### config.mk
export PLATFORM = sky130hd
export DESIGN_NAME = swept_svf_wah_filter_top_flat
export DESIGN_NICKNAME = d
export VERILOG_FILES = /design/src/rtl/swah_pkg.sv /design/src/rtl/swah_if.sv /design/src/rtl/swept_svf_wah_filter_top.sv /design/src/rtl/swah_ctrl.sv /design/src/rtl/swah_datapath.sv /design/src/flat_wrapper.sv
export SDC_FILE = /design/constraint.sdc
export NUM_CORES = 2
export LEC_CHECK = 0
export ABC_AREA = 1
export BUFFER_PORTS_ARGS = -buffer_cell sky130_fd_sc_hd__buf_2
export CAP_MARGIN = 20
export CORE_MARGIN = 10
export CORE_UTILIZATION = 65
export CTS_BUF_LIST = sky130_fd_sc_hd__clkbuf_8 sky130_fd_sc_hd__clkbuf_16
export DETAILED_ROUTE_END_ITERATION = 8
export GPL_TIMING_DRIVEN = 0
export PLACE_DENSITY = 0.82
export RECOVER_POWER = 50
export REMOVE_ABC_BUFFERS = 1
export SYNTH_ARGS = -nofsm -noshare
export SYNTH_HDL_FRONTEND = slang
export SYNTH_SLANG_ARGS = --single-unit
### constraint.sdc
create_clock -name clk -period 9.75 [get_ports clk]
set_clock_uncertainty 0.15 [all_clocks]
set_input_delay 1.95 -clock clk [delete_from_list [all_inputs] [get_ports clk]]
set_output_delay 1.95 -clock clk [all_outputs]
set_load 0.1 [all_outputs]
### src/rtl/swah_pkg.sv
// ----------------------------------------------------------------------------
// swah_pkg
// Shared types, constants and fixed-point helpers for the swept wah filter.
// ----------------------------------------------------------------------------
package swah_pkg;

  // configuration register indexes
  localparam int CfgIndexW = 3;
  localparam int CfgDataW  = 16;

  localparam logic [CfgIndexW-1:0] CFG_ENABLE    = 3'd0;
  localparam logic [CfgIndexW-1:0] CFG_FREQ_LOW  = 3'd1;
  localparam logic [CfgIndexW-1:0] CFG_FREQ_HIGH = 3'd2;
  localparam logic [CfgIndexW-1:0] CFG_FREQ_STEP = 3'd3;
  localparam logic [CfgIndexW-1:0] CFG_DAMPING   = 3'd4;

  // reset values of the registers
  localparam logic        RST_ENABLE    = 1'b1;
  localparam logic [12:0] RST_FREQ_LOW  = 13'd500;
  localparam logic [12:0] RST_FREQ_HIGH = 13'd1500;
  localparam logic [15:0] RST_FREQ_STEP = 16'd655;
  localparam logic [14:0] RST_DAMPING   = 15'd16384;
  localparam logic [28:0] RST_CENTER    = 29'd32768000;  // 500 Hz in Q13.16

  // angle constants, unsigned Q2.30
  localparam longint unsigned PI_Q30      = 64'd3373259426;
  localparam longint unsigned HALF_PI_Q30 = 64'd1686629713;
  localparam longint unsigned FREQ_SPAN   = 64'd8192;

  // datapath operations
  typedef enum logic [2:0] {
    OP_NONE,
    OP_CAPTURE,
    OP_MUL_DAMP,
    OP_HIGH,
    OP_MUL_HIGH,
    OP_BAND,
    OP_MUL_BAND,
    OP_LOW
  } swah_op_t;

  typedef enum logic [2:0] {
    ST_IDLE,
    ST_DAMP,
    ST_HIGH,
    ST_MULH,
    ST_BAND,
    ST_MULB,
    ST_LOW,
    ST_OUT
  } swah_state_t;

  typedef struct packed {
    swah_op_t op;
    logic     out_load;
  } swah_cmd_t;

  typedef struct packed {
    logic bypass;
  } swah_status_t;

  // saturate to signed 32 bits
  function automatic logic signed [31:0] sat32(input logic signed [39:0] v);
    logic signed [31:0] r;
    if (v > 40'sd2147483647) begin
      r = 32'sh7fffffff;
    end else if (v < -40'sd2147483648) begin
      r = 32'sh80000000;
    end else begin
      r = v[31:0];
    end
    return r;
  endfunction

  // saturate to signed 16 bits
  function automatic logic signed [15:0] sat16(input logic signed [31:0] v);
    logic signed [15:0] r;
    if (v > 32'sd32767) begin
      r = 16'sh7fff;
    end else if (v < -32'sd32768) begin
      r = 16'sh8000;
    end else begin
      r = v[15:0];
    end
    return r;
  endfunction

  // 2*sin(x) in unsigned Q2.14 from a Q2.30 angle, taylor series to x^11
  function automatic logic [15:0] twice_sine_q14(input longint unsigned x);
    longint unsigned x2;
    longint unsigned term;
    longint          sum;
    x2   = (x * x) >> 30;
    term = x;
    sum  = longint'(x);
    term = ((term * x2) >> 30) / 64'd6;
    sum  = sum - longint'(term);
    term = ((term * x2) >> 30) / 64'd20;
    sum  = sum + longint'(term);
    term = ((term * x2) >> 30) / 64'd42;
    sum  = sum - longint'(term);
    term = ((term * x2) >> 30) / 64'd72;
    sum  = sum + longint'(term);
    term = ((term * x2) >> 30) / 64'd110;
    sum  = sum - longint'(term);
    if (sum < 0) begin
      sum = 0;
    end
    sum = (sum + 64'sd16384) >>> 15;
    if (sum > 64'sd32768) begin
      sum = 64'sd32768;
    end
    return sum[15:0];
  endfunction

endpackage

### src/rtl/swah_if.sv
// ----------------------------------------------------------------------------
// swah_if
// Valid/ready stream interfaces for the sample input and the result output.
// ----------------------------------------------------------------------------
interface svf_in_if;
  logic               valid;
  logic               ready;
  logic signed [15:0] sample;

  modport source (output valid, output sample, input ready);
  modport sink (input valid, input sample, output ready);
endinterface

interface svf_out_if;
  logic               valid;
  logic               ready;
  logic signed [15:0] out_sample;

  modport source (output valid, output out_sample, input ready);
  modport sink (input valid, input out_sample, output ready);
endinterface

### src/rtl/swept_svf_wah_filter_top.sv
// ----------------------------------------------------------------------------
// swept_svf_wah_filter_top
// Auto-wah: chamberlin state-variable band-pass with a triangle-swept centre.
// ----------------------------------------------------------------------------
// a filtered sample steps through damp, high, mulh, band, mulb, low and out,
//   a bypassed one goes from idle straight to out; a new sample is taken only in
//   idle; one shared 17x32 multiplier is used three times, each product registered
// the next input is taken while a finished result still waits on the output
// reset (rst, synchronous): registers to their defaults, centre at 500 Hz
//   sweeping up, filter state cleared; the coefficient table is constant
module swept_svf_wah_filter_top
  import swah_pkg::*;
#(
  parameter int SAMPLE_RATE      = 48000,
  parameter int COEF_TABLE_DEPTH = 256
) (
  input  logic                 clk,
  input  logic                 rst,
  input  logic                 cfg_we,
  input  logic [CfgIndexW-1:0] cfg_index,
  input  logic [CfgDataW-1:0]  cfg_data,
  svf_in_if.sink               din,
  svf_out_if.source            dout
);

  // command and status between sequencer and datapath
  swah_cmd_t    cmd;
  swah_status_t status;

  // sequencer: owns the handshakes and the output valid flag
  swah_ctrl u_ctrl (
    .clk       (clk),
    .rst       (rst),
    .in_valid  (din.valid),
    .in_ready  (din.ready),
    .out_valid (dout.valid),
    .out_ready (dout.ready),
    .status    (status),
    .cmd       (cmd)
  );

  // datapath: config registers, coefficient table, filter and sweep state
  swah_datapath #(
    .SAMPLE_RATE      (SAMPLE_RATE),
    .COEF_TABLE_DEPTH (COEF_TABLE_DEPTH)
  ) u_datapath (
    .clk        (clk),
    .rst        (rst),
    .cfg_we     (cfg_we),
    .cfg_index  (cfg_index),
    .cfg_data   (cfg_data),
    .sample     (din.sample),
    .out_sample (dout.out_sample),
    .cmd        (cmd),
    .status     (status)
  );

endmodule

### src/rtl/swah_ctrl.sv
// ----------------------------------------------------------------------------
// swah_ctrl
// Sequencer for one sample: capture, three multiply steps, output handoff.
// ----------------------------------------------------------------------------
module swah_ctrl
  import swah_pkg::*;
(
  input  logic         clk,
  input  logic         rst,
  input  logic         in_valid,
  output logic         in_ready,
  output logic         out_valid,
  input  logic         out_ready,
  input  swah_status_t status,
  output swah_cmd_t    cmd
);

  swah_state_t state;
  swah_state_t state_next;

  always_ff @(posedge clk) begin
    if (rst) begin
      state     <= ST_IDLE;
      out_valid <= 1'b0;
    end else begin
      state <= state_next;
      if (cmd.out_load) begin
        out_valid <= 1'b1;
      end else if (out_ready) begin
        out_valid <= 1'b0;
      end
    end
  end

  always_comb begin
    state_next = state;
    case (state)
      ST_IDLE: begin
        if (in_valid) begin
          state_next = status.bypass ? ST_OUT : ST_DAMP;
        end
      end
      ST_DAMP: state_next = ST_HIGH;
      ST_HIGH: state_next = ST_MULH;
      ST_MULH: state_next = ST_BAND;
      ST_BAND: state_next = ST_MULB;
      ST_MULB: state_next = ST_LOW;
      ST_LOW:  state_next = ST_OUT;
      ST_OUT: begin
        if (!out_valid || out_ready) begin
          state_next = ST_IDLE;
        end
      end
      default: state_next = ST_IDLE;
    endcase
  end

  always_comb begin
    in_ready     = 1'b0;
    cmd.op       = OP_NONE;
    cmd.out_load = 1'b0;
    case (state)
      ST_IDLE: begin
        in_ready = 1'b1;
        if (in_valid) begin
          cmd.op = OP_CAPTURE;
        end
      end
      ST_DAMP: cmd.op = OP_MUL_DAMP;
      ST_HIGH: cmd.op = OP_HIGH;
      ST_MULH: cmd.op = OP_MUL_HIGH;
      ST_BAND: cmd.op = OP_BAND;
      ST_MULB: cmd.op = OP_MUL_BAND;
      ST_LOW:  cmd.op = OP_LOW;
      ST_OUT:  cmd.out_load = !out_valid || out_ready;
      default: cmd.op = OP_NONE;
    endcase
  end

endmodule

### src/rtl/swah_datapath.sv
// ----------------------------------------------------------------------------
// swah_datapath
// Config registers, coefficient table, shared multiplier, filter and sweep state.
// ----------------------------------------------------------------------------
module swah_datapath
  import swah_pkg::*;
#(
  parameter int SAMPLE_RATE      = 48000,
  parameter int COEF_TABLE_DEPTH = 256
) (
  input  logic                 clk,
  input  logic                 rst,
  input  logic                 cfg_we,
  input  logic [CfgIndexW-1:0] cfg_index,
  input  logic [CfgDataW-1:0]  cfg_data,
  input  logic signed [15:0]   sample,
  output logic signed [15:0]   out_sample,
  input  swah_cmd_t            cmd,
  output swah_status_t         status
);

  localparam int IdxW = $clog2(COEF_TABLE_DEPTH);

  // config registers
  logic        enable;
  logic [12:0] freq_low;
  logic [12:0] freq_high;
  logic [15:0] freq_step;
  logic [14:0] damping;

  // filter and sweep state
  logic [28:0]        center_freq;
  logic               sweep_down;
  logic signed [31:0] band_state;
  logic signed [31:0] low_state;

  // per-sample working registers
  logic signed [15:0] x;
  logic signed [15:0] result;
  logic        [15:0] coef;
  logic signed [31:0] high;
  logic signed [48:0] prod;

  // coefficient table, one constant entry per frequency bin
  logic [15:0] coef_table [COEF_TABLE_DEPTH];

  for (genvar k = 0; k < COEF_TABLE_DEPTH; k++) begin : g_coef
    localparam longint unsigned ThetaRaw = (PI_Q30 * 64'(k) * FREQ_SPAN) /
        (64'(COEF_TABLE_DEPTH) * 64'(SAMPLE_RATE));
    localparam longint unsigned Theta =
        (ThetaRaw > HALF_PI_Q30) ? HALF_PI_Q30 : ThetaRaw;
    localparam logic [15:0] Entry = twice_sine_q14(Theta);
    assign coef_table[k] = Entry;
  end

  // table index from the whole-hertz part of the centre frequency
  localparam logic [13:0] DepthW = 14'(COEF_TABLE_DEPTH);
  localparam logic [13:0] MaxIdx = 14'(COEF_TABLE_DEPTH - 1);

  logic [26:0]     idx_prod;
  logic [13:0]     idx_full;
  logic [IdxW-1:0] idx;

  always_comb begin
    idx_prod = 27'(center_freq[28:16]) * 27'(DepthW);
    idx_full = idx_prod[26:13];
    if (idx_full > MaxIdx) begin
      idx_full = MaxIdx;
    end
    idx = idx_full[IdxW-1:0];
  end

  // shared multiplier operands
  logic signed [16:0] mul_a;
  logic signed [31:0] mul_b;
  logic signed [48:0] prod_sh;

  always_comb begin
    if (cmd.op == OP_MUL_DAMP) begin
      mul_a = signed'({2'b00, damping});
    end else begin
      mul_a = signed'({1'b0, coef});
    end
    if (cmd.op == OP_MUL_HIGH) begin
      mul_b = high;
    end else begin
      mul_b = band_state;
    end
    prod_sh = prod >>> 14;
  end

  // sweep update, high limit first and low limit last
  logic signed [30:0] cf_ext;
  logic signed [30:0] step_ext;
  logic signed [30:0] hi_lim;
  logic signed [30:0] lo_lim;
  logic signed [30:0] cf_new;
  logic               dir_new;

  always_comb begin
    cf_ext   = signed'({2'b00, center_freq});
    step_ext = signed'({15'b0, freq_step});
    hi_lim   = signed'({2'b00, freq_high, 16'b0});
    lo_lim   = signed'({2'b00, freq_low, 16'b0});
    dir_new  = sweep_down;
    cf_new   = sweep_down ? (cf_ext - step_ext) : (cf_ext + step_ext);
    if (cf_new > hi_lim) begin
      cf_new  = hi_lim;
      dir_new = !dir_new;
    end
    if (cf_new < lo_lim) begin
      cf_new  = lo_lim;
      dir_new = !dir_new;
    end
  end

  assign status.bypass = !enable;

  // config and state registers
  always_ff @(posedge clk) begin
    if (rst) begin
      enable      <= RST_ENABLE;
      freq_low    <= RST_FREQ_LOW;
      freq_high   <= RST_FREQ_HIGH;
      freq_step   <= RST_FREQ_STEP;
      damping     <= RST_DAMPING;
      center_freq <= RST_CENTER;
      sweep_down  <= 1'b0;
      band_state  <= '0;
      low_state   <= '0;
    end else begin
      if (cfg_we) begin
        case (cfg_index)
          CFG_ENABLE:    enable    <= cfg_data[0];
          CFG_FREQ_LOW:  freq_low  <= cfg_data[12:0];
          CFG_FREQ_HIGH: freq_high <= cfg_data[12:0];
          CFG_FREQ_STEP: freq_step <= cfg_data[15:0];
          CFG_DAMPING:   damping   <= cfg_data[14:0];
          default: ;
        endcase
      end
      case (cmd.op)
        OP_BAND: band_state <= sat32(40'(band_state) + 40'(prod_sh));
        OP_LOW: begin
          low_state   <= sat32(40'(low_state) + 40'(prod_sh));
          center_freq <= cf_new[28:0];
          sweep_down  <= dir_new;
        end
        default: ;
      endcase
    end
  end

  // working registers
  always_ff @(posedge clk) begin
    case (cmd.op)
      OP_CAPTURE: begin
        x      <= sample;
        result <= sample;
      end
      OP_MUL_DAMP: begin
        coef <= coef_table[idx];
        prod <= mul_a * mul_b;
      end
      OP_HIGH:     high <= sat32(40'(x) - 40'(low_state) - 40'(prod_sh));
      OP_MUL_HIGH: prod <= mul_a * mul_b;
      OP_MUL_BAND: prod <= mul_a * mul_b;
      OP_LOW:      result <= sat16(band_state);
      default: ;
    endcase
    if (cmd.out_load) begin
      out_sample <= result;
    end
  end

endmodule

### src/flat_wrapper.sv
// flat-port wrapper written by rule: the top's interface ports become plain ports
module swept_svf_wah_filter_top_flat import swah_pkg::*;
#(
  parameter int SAMPLE_RATE      = 48000,
  parameter int COEF_TABLE_DEPTH = 256
)
  (clk, rst, cfg_we, cfg_index, cfg_data, din_valid, din_sample, din_ready, dout_valid, dout_out_sample, dout_ready);
  svf_in_if din_i ();
  svf_out_if dout_i ();
  input  logic clk;
  input  logic rst;
  input  logic cfg_we;
  input  logic [CfgIndexW-1:0] cfg_index;
  input  logic [CfgDataW-1:0] cfg_data;
  input wire logic [$bits(din_i.valid)-1:0] din_valid;
  input wire logic [$bits(din_i.sample)-1:0] din_sample;
  output wire logic [$bits(din_i.ready)-1:0] din_ready;
  output wire logic [$bits(dout_i.valid)-1:0] dout_valid;
  output wire logic [$bits(dout_i.out_sample)-1:0] dout_out_sample;
  input wire logic [$bits(dout_i.ready)-1:0] dout_ready;
  assign din_i.valid = din_valid;
  assign din_i.sample = din_sample;
  assign din_ready = din_i.ready;
  assign dout_valid = dout_i.valid;
  assign dout_out_sample = dout_i.out_sample;
  assign dout_i.ready = dout_ready;
  swept_svf_wah_filter_top #(.SAMPLE_RATE(SAMPLE_RATE), .COEF_TABLE_DEPTH(COEF_TABLE_DEPTH)) u_core (.clk(clk), .rst(rst), .cfg_we(cfg_we), .cfg_index(cfg_index), .cfg_data(cfg_data), .din(din_i), .dout(dout_i));
endmodule
==> run summary <==
Outcome - complete, but fails checks
Failing checks - max-capacitance violations, max-slew violations
Fin nets - 6121
First-pass DRT Iterations - 9
Slew headroom - -68.30%
Synth unique cells - 61
Pint - 3.859 mW
Post-route DRC - 0
Critical path arrival - 9.51 ns
CP Launch Type - flop
Reg2Reg Setup Slack - 0.41 ns
RePlAce Congestion - 0.9849
Slew @ Worst Pin - 2.511 ns
Starting utilization of the core area - 65.88%
Asr flop ratio synth - 0%
Number of H-tree levels - 1
Worst Hold Margin - 0.2700 ns
Vias in the first global route - 35763
Number of setup buffers added after CTS - 0
Share of post-route cells with drive strength above 1 - 4.522%
Synth cell count leaders - nand2_1, inv_1, fa_1
First-pass GRT wire length - 186.5 mm
Post-synth top area share - 24.77%
Cell taking the most area after synthesis - fa_1
Num CTS Buffers - 31
Final hold vios - 0
Worst EP required - 9.92 ns
CP max stage cell - nor4_1
Final slew viol count - 141
CP peak stage delay - 0.61 ns
EDFF count, synth - 130
Final WS setup - 0.4065 ns
Fmax achieved - 107.0 MHz
Most used cell, CP - fa_1
Post-Route WL - 118.0 mm
Worst min path class - flop to flop
CTS Hold Bufs - 0
Die area - 0.07159 mm²
Most numerous cell in the Yosys netlist - nand2_1
Cell area after synthesis - 0.03984 mm²
LEAKAGE - 20.46 nW
Die W - 267.6 µm
Clk_lat worst skew - 0.60 ns
Kind of critical path - flop to flop
Iteration-0 DRC Markers - 3593
Drt via density - 5.941
CP Capture Type - flop
GRT Total Usage - 32.73%
Worst-path clk slew - 0.07 ns
Ys flop type - dfxtp_1
Register bit count reported by yosys - 286
GRT Residual Overflow - 0
Max cap viols - 3
Ys Warns - 0
Sequential element share of the synthesized area - 17.64%
Row cnt - 90
CTS tree - yes
Peak supply drop - 170.6 µV
Post-synthesis average cell area - 7.523 µm²
Final ANT Viol Nets - 0
Total number of vias - 36047
Hpwl dp - 93.34 mm
Net Switching - 3.786 mW
Pin count of the biggest net entering global routing - 84
RSZ-0062 raised after global routing - no
Fin util - 69.85%
Flop pwr share - 22.6%
Initial antenna violation count - 0
Die Y-Extent - 267.6 µm
Post-route setup TNS - 0 ns
Combinational share of power - 61.6%
Top post-synthesis cells by area - fa_1, nand2_1, ha_1, edfxtp_1, inv_1
Crit Path Max Fanout - 28
Fillers - 4986
Clock share of power - 15.9%
Fin crit share - 95.83%
Mapped Cells - 5296
Routed len/inst - 19.46 µm
Worst slack, placed - -0.8216 ns
Root buf cell - clkbuf_16
# IOs - 58
CTS Sinks - 286
# setup viols final - 0
P per Cell Area - 181.0 mW/mm²
Period minus WS final - 9.344 ns
Layout overhead on the synthesized area - 6.027%
Switching Fraction - 49.52%
Diodes inserted - 0
IO buf count - 57
Core area - 0.06047 mm²
Clock Path Buffers - 3
[routing by layer]
metal | up-vias | GRT usage (%) | share of wire [%]
li1 | 16610 | - | -
met1 | 17101 | 39.57 | 37
met2 | 1886 | 55.34 | 47
met3 | 450 | 5.200 | 9.0
met4 | 0 | 17.91 | 6.3
met5 | - | 0 | 0
[layout by cell type (no fill, tap or decap), types with 11 or more instances in the layout]
master     count
nand2_1     1107
inv_1        996
fa_1         493
nor2_1       471
a21oi_1      394
o21ai_0      337
ha_1         327
nand3_1      161
dfxtp_1      154
edfxtp_1     130
xor2_1        96
xnor2_1       53
o211ai_1      44
buf_2         41
nand4_1       35
clkbuf_16     32
a31oi_1       31
nor3_1        29
o21ai_1       27
clkbuf_1      25
o21a_1        22
buf_4         21
inv_2         17
o21ai_4       13
o21ai_2       11
a21oi_2       11
[metrics by stage]
step / std cells / area, µm² / power (mW)
6_report: 6067 / 42240 / 7.645
5_1_grt: 6067 / 42240 / 8.258
4_1_cts: 6065 / 42310 / 7.583
3_5_place_dp: 6008 / 41270 / 6.346
3_3_place_gp: 5956 / 40360 / 6.146
2_1_floorplan: 5117 / 39090 / 4.982
[flip-flops by register name, indices dropped and copies added, names as in the netlist, 16 cells and up]
| register | cells |
|---|---|
| u_core.u_datapath.center_freq | 29 |
| u_core.u_datapath.out_sample | 16 |
| u_core.u_datapath.prod | 35 |
| u_core.u_datapath.low_state | 32 |
| u_core.u_datapath.freq_step | 16 |
| u_core.u_datapath.high | 32 |
| u_core.u_datapath.band_state | 32 |
| u_core.u_datapath.result | 16 |
| u_core.u_datapath.x | 16 |
[final timing paths]
path                                                   start                                to  depth (start not counted)
worst min-delay path            u_core.u_datapath.result[15]  u_core.u_datapath.out_sample[15]                          0
worst max-delay path                  u_core.u_ctrl.state[2]        u_core.u_datapath.prod[47]                         29
worst max register to register        u_core.u_ctrl.state[2]        u_core.u_datapath.prod[47]                         29
worst min register to register  u_core.u_datapath.result[15]  u_core.u_datapath.out_sample[15]                          0
[final cells by class]
type | count | area, µm² | area share (%)
sequential | 286 | 7029 | 16.64
tap | 782 | 978.4 | 2.316
timing repair buffer | 110 | 905.9 | 2.145
clock inverter | 24 | 200.2 | 0.4739
multi-input combinational | 3811 | 28470 | 67.40
clock buffer | 33 | 814.5 | 1.928
timing repair inverter | 1 | 5.005 | 0.01185
inverter | 1020 | 3839 | 9.088
[cells by family (layout without fill, tap and decap cells)]
family / Yosys count / in the layout / synth area share [%]
xor gates and xnor gates: 149 / 149 / 3.276
AOI/OAI and AO/OA: 981 / 981 / 13.65
adders and majority gates: 820 / 820 / 35.04
and+or+nand+nor: 1861 / 1861 / 18.90
DFF: 286 / 286 / 17.64
buffers and inverters: 1199 / 1188 / 11.49
[repair_timing]
item	CTS	global route
cloned	0	1
setup endpoints to repair	16	7
gates resized for setup	9	19
[power by group through the flow]
| stage | combinational [mW] | clock [mW] | sequential, mW |
|---|---|---|---|
| global placement | 4.40 | 0 | 1.75 |
| floorplan | 3.33 | 0 | 1.66 |
| detailed placement | 4.60 | 0 | 1.75 |
| CTS | 4.64 | 1.22 | 1.72 |
| finish | 4.71 | 1.21 | 1.73 |
| global route | 5.27 | 1.26 | 1.73 |
[critical path, delay by kind of cell, from the launching register on]
kind            cells  cell delay (ns)
flops               1             0.41
compound gates      5             1.25
simple gates        8             1.86
fa+ha+maj           7             3.59
xor+xnor            1             0.18
buf+inv             8             1.55
(Power assumes the default switching activity.)
